--- src/rtl/lbs_pkg.sv ---
`timescale 1ns / 1ps
// Shared types and constants for the linear blend skinning block.
// No dependencies; imported by every module of the block.
package lbs_pkg;

   // Parameter store geometry
   localparam int LBS_MAX_BONES = 16;
   localparam int MAT_ROWS      = 3;
   localparam int MAT_COLS      = 4;
   localparam logic [3:0] MAT_ENTRIES = 4'd12;

   // Weight of one in unsigned Q16
   localparam logic [16:0] WEIGHT_ONE = 17'h10000;

   // Command codes on the input word
   localparam logic CMD_LOAD = 1'b0;
   localparam logic CMD_TERM = 1'b1;

   // Width of the row counter and row tags
   localparam int ROW_W = 2;
   localparam logic [ROW_W-1:0] LAST_ROW = ROW_W'(MAT_ROWS - 1);

   // Input word
   typedef struct packed {
      logic               command;
      logic [3:0]         bone;
      logic [3:0]         entry;
      logic signed [31:0] param_value;
      logic signed [31:0] pos_x;
      logic signed [31:0] pos_y;
      logic signed [31:0] pos_z;
      logic [16:0]        weight;
      logic               last;
   } lbs_req_type;

   // Result word
   typedef struct packed {
      logic signed [31:0] def_x;
      logic signed [31:0] def_y;
      logic signed [31:0] def_z;
      logic               saturated;
   } lbs_rsp_type;

   // Controller to datapath commands
   typedef struct packed {
      logic             load;     // write one matrix entry from the input word
      logic             capture;  // latch a term word
      logic             issue;    // read one matrix row into the pipeline
      logic [ROW_W-1:0] row;      // row being issued
      logic             emit;     // produce the result and clear accumulators
   } lbs_cmd_type;

   // Datapath to controller status
   typedef struct packed {
      logic bone_ok;    // latched bone lies inside the store
      logic pipe_busy;  // a row is still in flight
   } lbs_sts_type;

endpackage

--- src/rtl/lbs_ctrl.sv ---
`timescale 1ns / 1ps
// Controller: accepts words, walks the three matrix rows, waits for the drain.
// Depends on lbs_pkg; commands lbs_datapath through command/status structs.
module lbs_ctrl (
   input  logic                clock,
   input  logic                reset,
   input  logic                start,
   input  logic                req_command,
   input  logic                req_last,
   input  lbs_pkg::lbs_sts_type sts,
   output logic                busy,
   output lbs_pkg::lbs_cmd_type cmd
);
   import lbs_pkg::*;

   typedef enum logic [2:0] {
      ST_IDLE  = 3'b001,
      ST_ISSUE = 3'b010,
      ST_DRAIN = 3'b100
   } state_type;

   state_type        state_ff, state_in;
   logic [ROW_W-1:0] row_ff, row_in;
   logic             last_ff, last_in;
   logic             accept;

   assign busy   = (state_ff != ST_IDLE);
   assign accept = start && !busy;

   // Next state and commands
   always_comb begin
      state_in    = state_ff;
      row_in      = row_ff;
      last_in     = last_ff;
      cmd.load    = 1'b0;
      cmd.capture = 1'b0;
      cmd.issue   = 1'b0;
      cmd.row     = row_ff;
      cmd.emit    = 1'b0;
      case (state_ff)
         ST_IDLE: begin
            if (accept) begin
               if (req_command == CMD_LOAD) begin
                  cmd.load = 1'b1;
               end else begin
                  cmd.capture = 1'b1;
                  last_in     = req_last;
                  row_in      = '0;
                  state_in    = ST_ISSUE;
               end
            end
         end
         ST_ISSUE: begin
            // an out-of-range bone contributes nothing
            cmd.issue = sts.bone_ok;
            if (row_ff == LAST_ROW) begin
               row_in   = '0;
               state_in = ST_DRAIN;
            end else begin
               row_in = row_ff + 1'b1;
            end
         end
         ST_DRAIN: begin
            if (!sts.pipe_busy) begin
               cmd.emit = last_ff;
               state_in = ST_IDLE;
            end
         end
         default: begin
            state_in = ST_IDLE;
         end
      endcase
   end

   always_ff @(posedge clock) begin
      if (reset) begin
         state_ff <= ST_IDLE;
         row_ff   <= '0;
         last_ff  <= 1'b0;
      end else begin
         state_ff <= state_in;
         row_ff   <= row_in;
         last_ff  <= last_in;
      end
   end

endmodule

--- config.mk ---
export PLATFORM = sky130hd
export DESIGN_NAME = lbs_ctrl
export DESIGN_NICKNAME = d
export VERILOG_FILES = /design/src/rtl/lbs_pkg.sv /design/src/rtl/lbs_ctrl.sv
export SDC_FILE = /design/constraint.sdc
export NUM_CORES = 1
export LEC_CHECK = 0
export BUFFER_PORTS_ARGS = -buffer_cell sky130_fd_sc_hd__buf_4
export CAP_MARGIN = 40
export CORE_AREA = 2 2 39 41
export CTS_CLUSTER_DIAMETER = 200
export DETAILED_ROUTE_END_ITERATION = 7
export DIE_AREA = 0 0 41 43
export PLACE_DENSITY = 0.48
export SLEW_MARGIN = 25
export SYNTH_ARGS = -nofsm -noshare
export SYNTH_HDL_FRONTEND = slang
export SYNTH_SLANG_ARGS = --single-unit
export TNS_END_PERCENT = 20
--- constraint.sdc ---
create_clock -name clock -period 1.3 [get_ports clock]
set_clock_uncertainty 0.1 [all_clocks]
set_input_delay 0.39 -clock clock [delete_from_list [all_inputs] [get_ports clock]]
set_output_delay 0.39 -clock clock [all_outputs]
set_load 0.02 [all_outputs]
=== Yosys cells after proc, flatten, opt, wreduce, memory -nomap -nowiden ===
Cells that the tools add are included.
Widths: inputs -> output; s select.

* Register bits: 6
* Bits in latches: 0
* Memory bits (writable): 0
* ROM bits: 0
* Input port bits: 7
* Output and inout port bits: 7
* Logic and storage cells: 35
* Memories kept: 0

* $add $sub $neg: 1
* $mul: 0
* Div/mod/pow operators: 0
* Order comparisons: 0
* Equality and inequality tests: 9
* Shift-type cells: 0
* Multiplexer cells: 16
* Bitwise logic cells: 0
* Reductions and logical operators: 6

{| class="wikitable"
|+ Operators by type and width
! kind !! number
|-
| $mux 3 || 4
|-
| $mux 2 || 5
|-
| $pmux 3 s3 || 1
|-
| $ne 2x2->1 const B || 4
|-
| $reduce_and 3->1 || 2
|-
| $mux 1 || 5
|-
| $pmux 2 s2 || 1
|-
| $reduce_and 4->1 || 1
|-
| $eq 3x1->1 const B || 1
|-
| $eq 3x2->1 const B || 1
|-
| $eq 3x3->1 const B || 1
|-
| $ne 3x1->1 const B || 1
|-
| $add 2x1->2 const B || 1
|-
| $eq 2x2->1 const B || 1
|-
| $reduce_bool 2->1 || 1
|-
| $logic_and 1x1->1 || 1
|-
| $logic_not 1->1 || 1
|}

=== Logic depth before layout (Yosys ltp) ===
Gate-level depths: netlist of run 1.

* Depth after elaboration: 5
* Mapped depth: 3
* Gate-level depth less buffers: 3

=== Worst setup path after synthesis of run 1 ===
Ideal clock, no wire load.

* Path kind: register to output
* Start point: register state_ff[0]
* End point: output port cmd[5] (netlist name)
* Data arrival time: 1.402 ns
* Required time: 0.810 ns
* Slack: -0.592 ns
* Stages on the path, launching flop included: 3
* Path buffers: 0
* Path through: dfxtp_1 -> or3b_4 -> nor3b_1

{| class="wikitable"
|+ RTL lines
! item !! RTL line !! text
|-
| start, declared || lbs_ctrl.sv:22 || <nowiki>state_type state_ff, state_in;</nowiki>
|-
| start signal, assigned || lbs_ctrl.sv:81 || <nowiki>state_ff <= state_in;</nowiki>
|-
| end, declared || lbs_ctrl.sv:12 || <nowiki>output lbs_pkg::lbs_cmd_type cmd</nowiki>
|}

==> flow_metrics.env, run 1 <==
export IMPL_maxSlewHeadroom_pct=89.3
export IMPL_multiInputGateArea_sq_um=230
export IMPL_die_h_um=43
export IMPL_drt_iter0_drc=4
export IMPL_min_to="row_ff[0]$_SDFFE_PP0P_"
export IMPL_cts_setup_buffers=0
export IMPL_final_common_cell="buf_4"
export IMPL_cpMaxStageDelayCell="or3b_4"
export IMPL_max_freq_ghz=0.560
export IMPL_fill_cells=144
export IMPL_critPathCaptureType="output port"
export IMPL_min_period_ns=1.79
export IMPL_synth_nets=43
export IMPL_r2r_end="state_ff[2]$_SDFFE_PP0P_"
export IMPL_drv_cap=0
export IMPL_seqPwrFrac_pct=42.4
export IMPL_hold_start="reset"
export IMPL_syn_avg_cell_area_sq_um=9.11
export IMPL_peakVddDrop_mv=0.361
export IMPL_ys_seq_area_share_pct=36.6
export IMPL_violations="negative setup slack"
export IMPL_drc=0
export IMPL_die_area_sq_um=1760
export IMPL_drive_gt1_share_pct=53.2
export IMPL_setup_ws_ns=-0.486
export IMPL_num_rows=14
export IMPL_grt_pass1_vias=307
export IMPL_synth_cells=36
export IMPL_worst_pin_slew_ns=0.159
export IMPL_comb_power_share_pct=21.0
export IMPL_critPathLaunchType="flip-flop"
export IMPL_antenna_left=0
export IMPL_core_sq_um=1380
export IMPL_dp_cells=75
export IMPL_status="complete, but fails checks"
export IMPL_synth_area_sq_um=328
export IMPL_cp_arrival_ns=1.30
export IMPL_grt_max_degree=8
export IMPL_reg2regPathDepth=4
export IMPL_fin_cells=78
export IMPL_p_int_uw=349
export IMPL_cts_buffer_depth=2
export IMPL_ys_ff_latch=6
export IMPL_io_pins=14
export IMPL_vias_per_cell=4.53
export IMPL_synth_cell_types=21
export IMPL_h_tree_depth=1
export IMPL_fin_hold_ws_ns=0.249
export IMPL_clkPwrFrac_pct=36.7
export IMPL_rsz0062_at_grt="yes"
export IMPL_initial_core_util_pct=23.7
export IMPL_slew_violations=0
export IMPL_hold_class="primary input to flip-flop"
export IMPL_crit_fanout=3
export IMPL_r2r_start="state_ff[2]$_SDFFE_PP0P_"
export IMPL_switching_power_uw=105
export IMPL_cts_hold_buf=0
export IMPL_leakagePower_nw=0.248
export IMPL_finalNetCount=71
export IMPL_critPathTopFamily="simple AND/OR/NAND/NOR gates"
export IMPL_drt_pass1_iter_count=4
export IMPL_cpPeakStageDelay_ns=0.43
export IMPL_cts_root_buffer="clkbuf_4"
export IMPL_post_drt_wl_per_cell_um=10.7
export IMPL_overflow=0
export IMPL_tritoncts="done"
export IMPL_whs_path_depth=2
export IMPL_setup_viol=7
export IMPL_powerDensity_nw_per_um2=779
export IMPL_layout_worst_path_cycle_share_pct=137
export IMPL_cts_sinks=6
export IMPL_layout_common_cells="buf_4 (20), nand2b_1 (4), dfxtp_1 (4)"
export IMPL_crit_chain="or3b_4 -> nor3b_4 -> buf_6"
export IMPL_drt_wl_total_um=831
export IMPL_path_buf_inv=1
export IMPL_grt_total_usage_pct=11.2
export IMPL_die_x_um=41
export IMPL_pre_cts_slack_ns=-0.239
export IMPL_route_vias_total=353
export IMPL_clk_pin_slew_ns=0.05
export IMPL_fin_util_pct=42.1
export IMPL_ys_warn_count=0
export IMPL_final_seq_area_sq_um=123
export IMPL_grt_pass1_wl_um=1280
export IMPL_path_class="flip-flop to output port"
export IMPL_clk_latency_ns=0.24
export IMPL_required_ns=0.81
export IMPL_r2r_setup_slack_ns=-0.03
export IMPL_cts_inserted_buffers=3
export IMPL_antenna_cells=0
export IMPL_syn_to_final_growth_pct=77.9
export IMPL_antenna_found_initial=0
export IMPL_gp_congestion=0.717
export IMPL_hold_viol=0
export IMPL_port_buffers=13
export IMPL_switching_share_pct=23.1
state kept, by name (all words and copies together), names as in the netlist:
name and count:
row_ff 2, last_ff 1, state_ff 3
power groups by stage:
| stage | logic [mW] | clock network, mW | registers, mW |
|---|---|---|---|
| floorplan | 0.0375 | 0 | 0.198 |
| global placement | 0.0888 | 0 | 0.195 |
| detailed placement | 0.0890 | 0 | 0.195 |
| CTS | 0.0931 | 0.175 | 0.192 |
| global route | 0.102 | 0.187 | 0.192 |
| finish | 0.0951 | 0.167 | 0.192 |
per-layer routing:
layer	vias to the layer above	global-route usage [%]	part of all wire, %
li1	183	-	-
met1	158	13.9	46
met2	10	15.3	47
met3	2	5.24	6.1
met4	0	6.00	0.60
met5	-	0	0
cell families after synthesis:
| kind of cell | after synthesis | share of synthesized area (%) |
|---|---|---|
| AOI/OAI and AO/OA | 7 | 15.3 |
| DFF | 6 | 36.6 |
| muxes | 1 | 3.05 |
| and+or+nand+nor | 21 | 43.9 |
| buffers and inverters | 1 | 1.14 |
worst max-delay path by stage:
| stage | start | to | depth (start not counted) |
|---|---|---|---|
| global route | state_ff[1]$_SDFFE_PP0P_ | cmd[5] | 3 |
| floorplan | state_ff[0]$_SDFFE_PP1P_ | cmd[5] | 2 |
| detailed placement | state_ff[1]$_SDFFE_PP0P_ | cmd[5] | 3 |
| CTS | state_ff[2]$_SDFFE_PP0P_ | cmd[5] | 3 |
| finish | state_ff[1]$_SDFFE_PP0P_ | cmd[5] | 3 |
| global placement | state_ff[1]$_SDFFE_PP0P_ | cmd[5] | 3 |
worst register-to-register path: cells and delay by family, from the launching register on:
| family | cells | cell delay, ns |
|---|---|---|
| buffers and inverters | 1 | 0.16 |
| flip-flops | 1 | 0.30 |
| AND/OR/NAND/NOR | 2 | 0.51 |
| AO/OA/AOI/OAI | 1 | 0.19 |
stage by stage:
| step | TNS (ns) | area [sq um] | power (mW) |
|---|---|---|---|
| 2_1_floorplan | -0.789 | 340 | 0.235 |
| 3_3_place_gp | -0.838 | 533 | 0.284 |
| 3_5_place_dp | -0.895 | 533 | 0.285 |
| 4_1_cts | -1.96 | 569 | 0.460 |
| 5_1_grt | -2.44 | 583 | 0.481 |
| 6_report | -1.95 | 583 | 0.454 |
timing repair:
| item | CTS | global route |
|---|---|---|
| endpoints found under the hold margin | 0 | 0 |
| setup endpoints to repair | 10 | 10 |
| pin swaps | 4 | 2 |
| resized for setup | 5 | 3 |
synth_stat cells:
library cell,n,share of area (%)
nand3_1,2,3.1
o21bai_1,1,2.3
a31oi_1,2,3.8
dfxtp_1,6,37
a21oi_1,1,1.5
nand2b_1,4,7.6
and4b_1,1,3.1
o21ba_1,1,3.1
nand4b_1,1,2.7
mux2i_1,1,3.1
or3b_4,1,3.4
nand2_1,3,3.4
a21boi_0,1,2.3
nor3b_1,2,4.6
nor2_1,1,1.1
and2_1,1,1.9
or3b_1,1,2.7
nand3b_1,3,6.9
nor2_4,1,3.4
a211oi_1,1,2.3
inv_1,1,1.1
layout make-up:
class                           count  share of cell area, %
Tap cell                           16                   3.43
Clock buffer                        3                   3.86
Timing Repair Buffer               23                   31.5
Inverter                            1                  0.644
Multi-Input combinational cell     29                   39.5
Sequential cell                     6                   21.0
No activity file was read; power rests on OpenSTA's default activity.
==> run 2: changes to the inputs <==
Settings changed: ABC_AREA set to 1, PLACE_DENSITY 0.48 to 0.47, RECOVER_POWER set to 50.
==> run 2 against run 1 <==
  * The flow still finishes with violations (negative setup slack)
  * Largest cell class unchanged
  * Highest routed layer unchanged
  * Final area decreased by 4.9%
  * Core utilization shrank 2.1 points
  * Sequential power is 3% higher
  * Largest power group unchanged
==> flow_metrics.env, run 2 <==
export IMPL_die_h_um=43
export IMPL_overflow=0
export IMPL_synth_top_cell_area_share_pct=38.7
export IMPL_largestRegisters="state_ff (3), row_ff (2), last_ff (1)"
export IMPL_route_vias_total=374
export IMPL_cts_buffer_depth=2
export IMPL_synth_flop_cell="dfxtp_1"
export IMPL_clk_latency_ns=0.25
export IMPL_ys_warn_count=0
export IMPL_final_common_cell="buf_4"
export IMPL_cp_arrival_ns=1.11
export IMPL_ys_ff_latch=6
export IMPL_crit_fanout=3
export IMPL_layout_common_cells="buf_4 (17), nand2_1 (8), inv_1 (7), nor2_1 (6)"
export IMPL_die_area_sq_um=1760
export IMPL_cts_root_buffer="clkbuf_4"
export IMPL_finalNetCount=80
export IMPL_io_pins=14
export IMPL_fin_cells=87
export IMPL_setup_ws_ns=-0.299
export IMPL_worst_pin_slew_ns=0.155
export IMPL_tritoncts="done"
export IMPL_num_rows=14
export IMPL_synth_cells=47
export IMPL_syn_avg_cell_area_sq_um=6.60
export IMPL_h_tree_depth=1
export IMPL_drv_cap=0
export IMPL_synth_area_sq_um=310
export IMPL_top_register="state_ff"
export IMPL_rsz0062_at_grt="yes"
export IMPL_core_sq_um=1380
export IMPL_gp_congestion=0.720
export IMPL_synth_nets=54
export IMPL_max_freq_ghz=0.625
export IMPL_synth_edf_count=0
export IMPL_largest_register_ffs=3
export IMPL_layout_worst_path_cycle_share_pct=123
export IMPL_grt_max_degree=5
export IMPL_post_drt_wl_per_cell_um=8.55
export IMPL_place_hpwl_um=620
export IMPL_grt_pass1_vias=347
export IMPL_antenna_left=0
export IMPL_drive_gt1_share_pct=52.1
export IMPL_syn_to_final_growth_pct=78.6
export IMPL_drt_iter0_drc=4
export IMPL_die_x_um=41
export IMPL_drc=0
export IMPL_ys_async_sr_fraction_pct=0
export IMPL_antenna_cells=0
export IMPL_critPathLaunchType="flip-flop"
export IMPL_min_period_ns=1.60
export IMPL_slew_violations=0
export IMPL_dp_cells=82
export IMPL_r2r_setup_slack_ns=-0.01
export IMPL_synth_area_leaders="dfxtp_1 (39%), nand2_1 (12%), inv_1 (11%), nor2_1 (8.5%), a21oi_1 (4.8%)"
export IMPL_port_buffers=13
export IMPL_initial_core_util_pct=22.4
export IMPL_violations="negative setup slack"
export IMPL_ys_seq_area_share_pct=38.7
export IMPL_vias_per_cell=4.30
export IMPL_powerDensity_nw_per_um2=941
export IMPL_hold_class="primary input to flip-flop"
export IMPL_leakagePower_nw=0.279
export IMPL_critPathCaptureType="output port"
export IMPL_grt_total_usage_pct=10.6
export IMPL_setup_viol=7
export IMPL_required_ns=0.81
export IMPL_cts_inserted_buffers=3
export IMPL_path_class="flip-flop to output port"
export IMPL_antenna_found_initial=0
export IMPL_hold_viol=0
export IMPL_clk_pin_slew_ns=0.05
export IMPL_cts_sinks=6
export IMPL_peakVddDrop_mv=0.388
export IMPL_drt_wl_total_um=744
export IMPL_yosysMostFrequentCell="nand2_1"
export IMPL_grt_pass1_wl_um=1230
export IMPL_yosysTopAreaCell="dfxtp_1"
export IMPL_synth_cell_types=14
export IMPL_maxSlewHeadroom_pct=89.6
export IMPL_yosys_top_cells_count="nand2_1 (10), inv_1 (9), nor2_1 (7)"
export IMPL_status="complete, but fails checks"
export IMPL_fin_hold_ws_ns=0.219
export IMPL_pre_cts_slack_ns=-0.0698
export IMPL_drt_pass1_iter_count=4
run 2: cell families (layout without fill, tap and decap cells):
family | Yosys count | after routing | synth area share [%]
AND/OR/NAND/NOR | 25 | 25 | 37.9
buffers and inverters | 10 | 34 | 12.1
AO/OA/AOI/OAI | 6 | 6 | 11.3
flip-flops | 6 | 6 | 38.7
run 2: final timing paths:
path | cells after the start | endpoint | startpoint
worst max-delay path | 5 | cmd[5] | state_ff[0]$_SDFFE_PP1P_
worst min-delay path | 2 | row_ff[1]$_SDFFE_PP0P_ | reset
worst max register to register | 8 | row_ff[0]$_SDFFE_PP0P_ | state_ff[0]$_SDFFE_PP1P_
worst min register to register | 2 | row_ff[0]$_SDFFE_PP0P_ | row_ff[0]$_SDFFE_PP0P_
run 2: through the flow:
step	setup TNS, ns	utilization (%)	instance area (sq um)	power (mW)
2_1_floorplan	-0.107	-	333	0.274
3_3_place_gp	-0.260	35.8	495	0.335
3_5_place_dp	-0.266	35.8	495	0.334
4_1_cts	-1.31	38.3	531	0.516
5_1_grt	-1.66	40.1	554	0.542
6_report	-1.28	40.1	554	0.522
run 2: area by class of cell:
| type | instances | area (sq um) |
|---|---|---|
| inverter | 10 | 37.5 |
| multi-input combinational | 31 | 185 |
| tap | 16 | 20.0 |
| clock buffer | 3 | 22.5 |
| timing repair buffer | 21 | 165 |
| sequential | 6 | 124 |
| fill | 145 | 830 |
run 2: metal layers:
layer  part of all wire [%]  wire (um)  track usage, %
met1                     44        328            11.9
met2                     49        368            15.6
met3                    3.4         25            3.14
met4                    3.1         23            8.00
met5                      0          0               0
run 2: report_power, final:
group	switching, mW	total (mW)	internal (mW)
Sequential	0.00429	0.198	0.194
Clock	0.0720	0.177	0.105
Combinational	0.0731	0.147	0.0737
Total	0.149	0.522	0.372
run 2: critical path: stages (launching register included):
cell and delay, ns:
dfxtp_2 0.31, inv_2 0.04, nor2_4 0.12, nand2_4 0.08, nor3b_4 0.17, buf_6 0.14
run 2: repair_timing:
item,4_1_cts,5_1_grt
resized for setup,5,5
setup buffers,0,2
pin swaps,3,3
setup endpoints to repair,5,8
hold buffers,0,0
==> run 3: changes to the inputs <==
==> constraint.sdc (replaced) <==
create_clock -name clock -period 1.3 [get_ports clock]
set_clock_uncertainty 0.1 [all_clocks]
set_input_delay 0.13 -clock clock [delete_from_list [all_inputs] [get_ports clock]]
set_output_delay 0.13 -clock clock [all_outputs]
set_load 0.02 [all_outputs]
==> run 3 against run 2 <==
  * The flow still finishes with violations (negative setup slack)
  * Largest power group unchanged
  * Die area did not move
  * Non-clock buffer count decreased by 5
  * Fmax increased by 18%
  * Via count down 9.1%
  * Final area is 11% lower
  * Total power down 4.5%
  * Setup slack better by 0.24 ns
  * Critical endpoint unchanged
  * Global-route usage fell by 1.1 points
  * Sequential power about the same
  * Flip-flop and latch count is the same
  * Critical path depth unchanged
  * Wire length shrank 7.7%
  * Largest cell class unchanged
==> flow_metrics.env, run 3 (synthesis gave the netlist of run 2 again) <==
export IMPL_status="complete, but fails checks"
export IMPL_violations="negative setup slack"
export IMPL_die_x_um=41
export IMPL_r2r_end="row_ff[1]$_SDFFE_PP0P_"
export IMPL_grt_total_usage_pct=9.43
export IMPL_drt_wl_total_um=687
export IMPL_hold_start="req_last"
export IMPL_io_pins=14
export IMPL_seqPwrFrac_pct=39.8
export IMPL_required_ns=1.07
export IMPL_final_common_cell="buf_4"
export IMPL_maxSlewHeadroom_pct=83.7
export IMPL_setup_ws_ns=-0.0542
export IMPL_cts_inserted_buffers=3
export IMPL_drive_gt1_share_pct=40.9
export IMPL_crit_chain="inv_2 -> nor2_4 -> nand2_4 -> nor3b_2 -> buf_4"
export IMPL_layout_worst_path_cycle_share_pct=104
export IMPL_grt_max_degree=5
export IMPL_overflow=0
export IMPL_cpPeakStageDelay_ns=0.32
export IMPL_critPathCaptureType="output port"
export IMPL_syn_to_final_growth_pct=59.3
export IMPL_core_sq_um=1380
export IMPL_leakagePower_nw=0.248
export IMPL_peakVddDrop_mv=0.447
export IMPL_layout_common_cells="buf_4 (12), nand2_1 (8), inv_1 (7), nor2_1 (7), dfxtp_1 (4)"
export IMPL_grt_pass1_vias=274
export IMPL_antenna_found_initial=0
export IMPL_gp_congestion=0.626
export IMPL_rsz0062_at_grt="yes"
export IMPL_drt_pass1_iter_count=2
export IMPL_cpMaxStageDelayCell="dfxtp_2"
export IMPL_finalNetCount=75
export IMPL_cts_root_buffer="clkbuf_4"
export IMPL_tritoncts="done"
export IMPL_die_area_sq_um=1760
export IMPL_switching_power_uw=140
export IMPL_r2r_start="state_ff[0]$_SDFFE_PP1P_"
export IMPL_powerDensity_nw_per_um2=1010
export IMPL_power_uw=498
export IMPL_cts_sinks=6
export IMPL_h_tree_depth=1
export IMPL_num_rows=14
export IMPL_largestRegisters="state_ff (3), row_ff (2), last_ff (1)"
export IMPL_min_period_ns=1.35
export IMPL_drc=0
export IMPL_whs_path_depth=3
export IMPL_hold_viol=0
export IMPL_hold_class="primary input to flip-flop"
export IMPL_post_drt_wl_per_cell_um=8.38
export IMPL_initial_core_util_pct=22.4
export IMPL_clk_latency_ns=0.25
export IMPL_min_to="last_ff$_SDFFE_PP0P_"
export IMPL_worst_pin_slew_ns=0.246
export IMPL_path_class="flip-flop to output port"
export IMPL_port_buffers=13
export IMPL_largest_register_ffs=3
export IMPL_cts_buffer_depth=2
export IMPL_clk_pin_slew_ns=0.05
export IMPL_reg2regPathDepth=9
export IMPL_cp_arrival_ns=1.12
export IMPL_switching_share_pct=28.2
export IMPL_antenna_cells=0
export IMPL_drv_cap=0
export IMPL_critPathLaunchType="flip-flop"
export IMPL_antenna_left=0
export IMPL_die_h_um=43
export IMPL_r2r_setup_slack_ns=0.06
export IMPL_place_hpwl_um=560
export IMPL_max_freq_ghz=0.738
export IMPL_slew_violations=0
export IMPL_route_vias_total=340
export IMPL_grt_pass1_wl_um=993
export IMPL_vias_per_cell=4.15
export IMPL_top_register="state_ff"
export IMPL_setup_viol=2
export IMPL_crit_fanout=4
export IMPL_p_int_uw=358
export IMPL_drt_iter0_drc=3
export IMPL_comb_power_share_pct=25.5
export IMPL_clkPwrFrac_pct=34.7
export IMPL_pre_cts_slack_ns=0.151
[run 3: critical path, delay by kind of cell (launching register included)]
| family | cells | cell delay [ns] |
|---|---|---|
| flops | 1 | 0.32 |
| buf+inv | 2 | 0.21 |
| simple gates | 3 | 0.35 |
[run 3: cell type report]
| class | instances | area (sq um) |
|---|---|---|
| Fill cell | 152 | 890 |
| Multi-Input combinational cell | 31 | 173 |
| Sequential cell | 6 | 123 |
| Timing Repair Buffer | 16 | 119 |
| Inverter | 10 | 37.5 |
| Clock buffer | 3 | 22.5 |
| Tap cell | 16 | 20.0 |
[run 3: worst max path at each step]
stage	from	end	slack, ns	depth (start not counted)
3_3_place_gp	state_ff[0]$_SDFFE_PP1P_	cmd[5]	0.15	5
3_5_place_dp	state_ff[0]$_SDFFE_PP1P_	cmd[5]	0.15	5
2_1_floorplan	state_ff[0]$_SDFFE_PP1P_	cmd[5]	0.11	4
4_1_cts	state_ff[0]$_SDFFE_PP1P_	cmd[5]	-0.07	5
5_1_grt	state_ff[0]$_SDFFE_PP1P_	cmd[5]	-0.14	5
6_report	state_ff[0]$_SDFFE_PP1P_	cmd[5]	-0.05	5
[run 3: stage by stage]
step           hold WS, ns  cell area (sq um)  util (%)  cells  setup TNS (ns)
2_1_floorplan       0.0991                315         -     47               0
3_3_place_gp         0.222                433      31.3     76               0
3_5_place_dp         0.222                433      31.3     76               0
4_1_cts             0.0150                488      35.3     81          -0.110
5_1_grt             0.0269                494      35.7     82          -0.274
6_report            0.0147                494      35.7     82         -0.0629
[run 3: metal layers]
layer  GRT usage [%]  up-vias  routed length (um)
li1                -      184                   -
met1            8.65      141                 289
met2            12.5       11                 308
met3            4.71        4                  49
met4            12.0        0                  40
met5               0        -                   0
[run 3: power groups by stage]
stage	Clock (mW)	Combinational, mW	Sequential [mW]
final	0.173	0.127	0.198
after global routing	0.196	0.140	0.199
after CTS	0.180	0.120	0.198
after detailed placement	0	0.102	0.200
after global placement	0	0.103	0.200
after floorplan	0	0.0623	0.200
[run 3: what timing repair did]
action / in CTS / in global routing
pin swaps: 1 / 3
setup endpoints to repair: 3 / 4
hold endpoints to repair: 3 / 0
setup buffers: 1 / 1
hold buffers: 1 / 0
gates resized for setup: 6 / 3
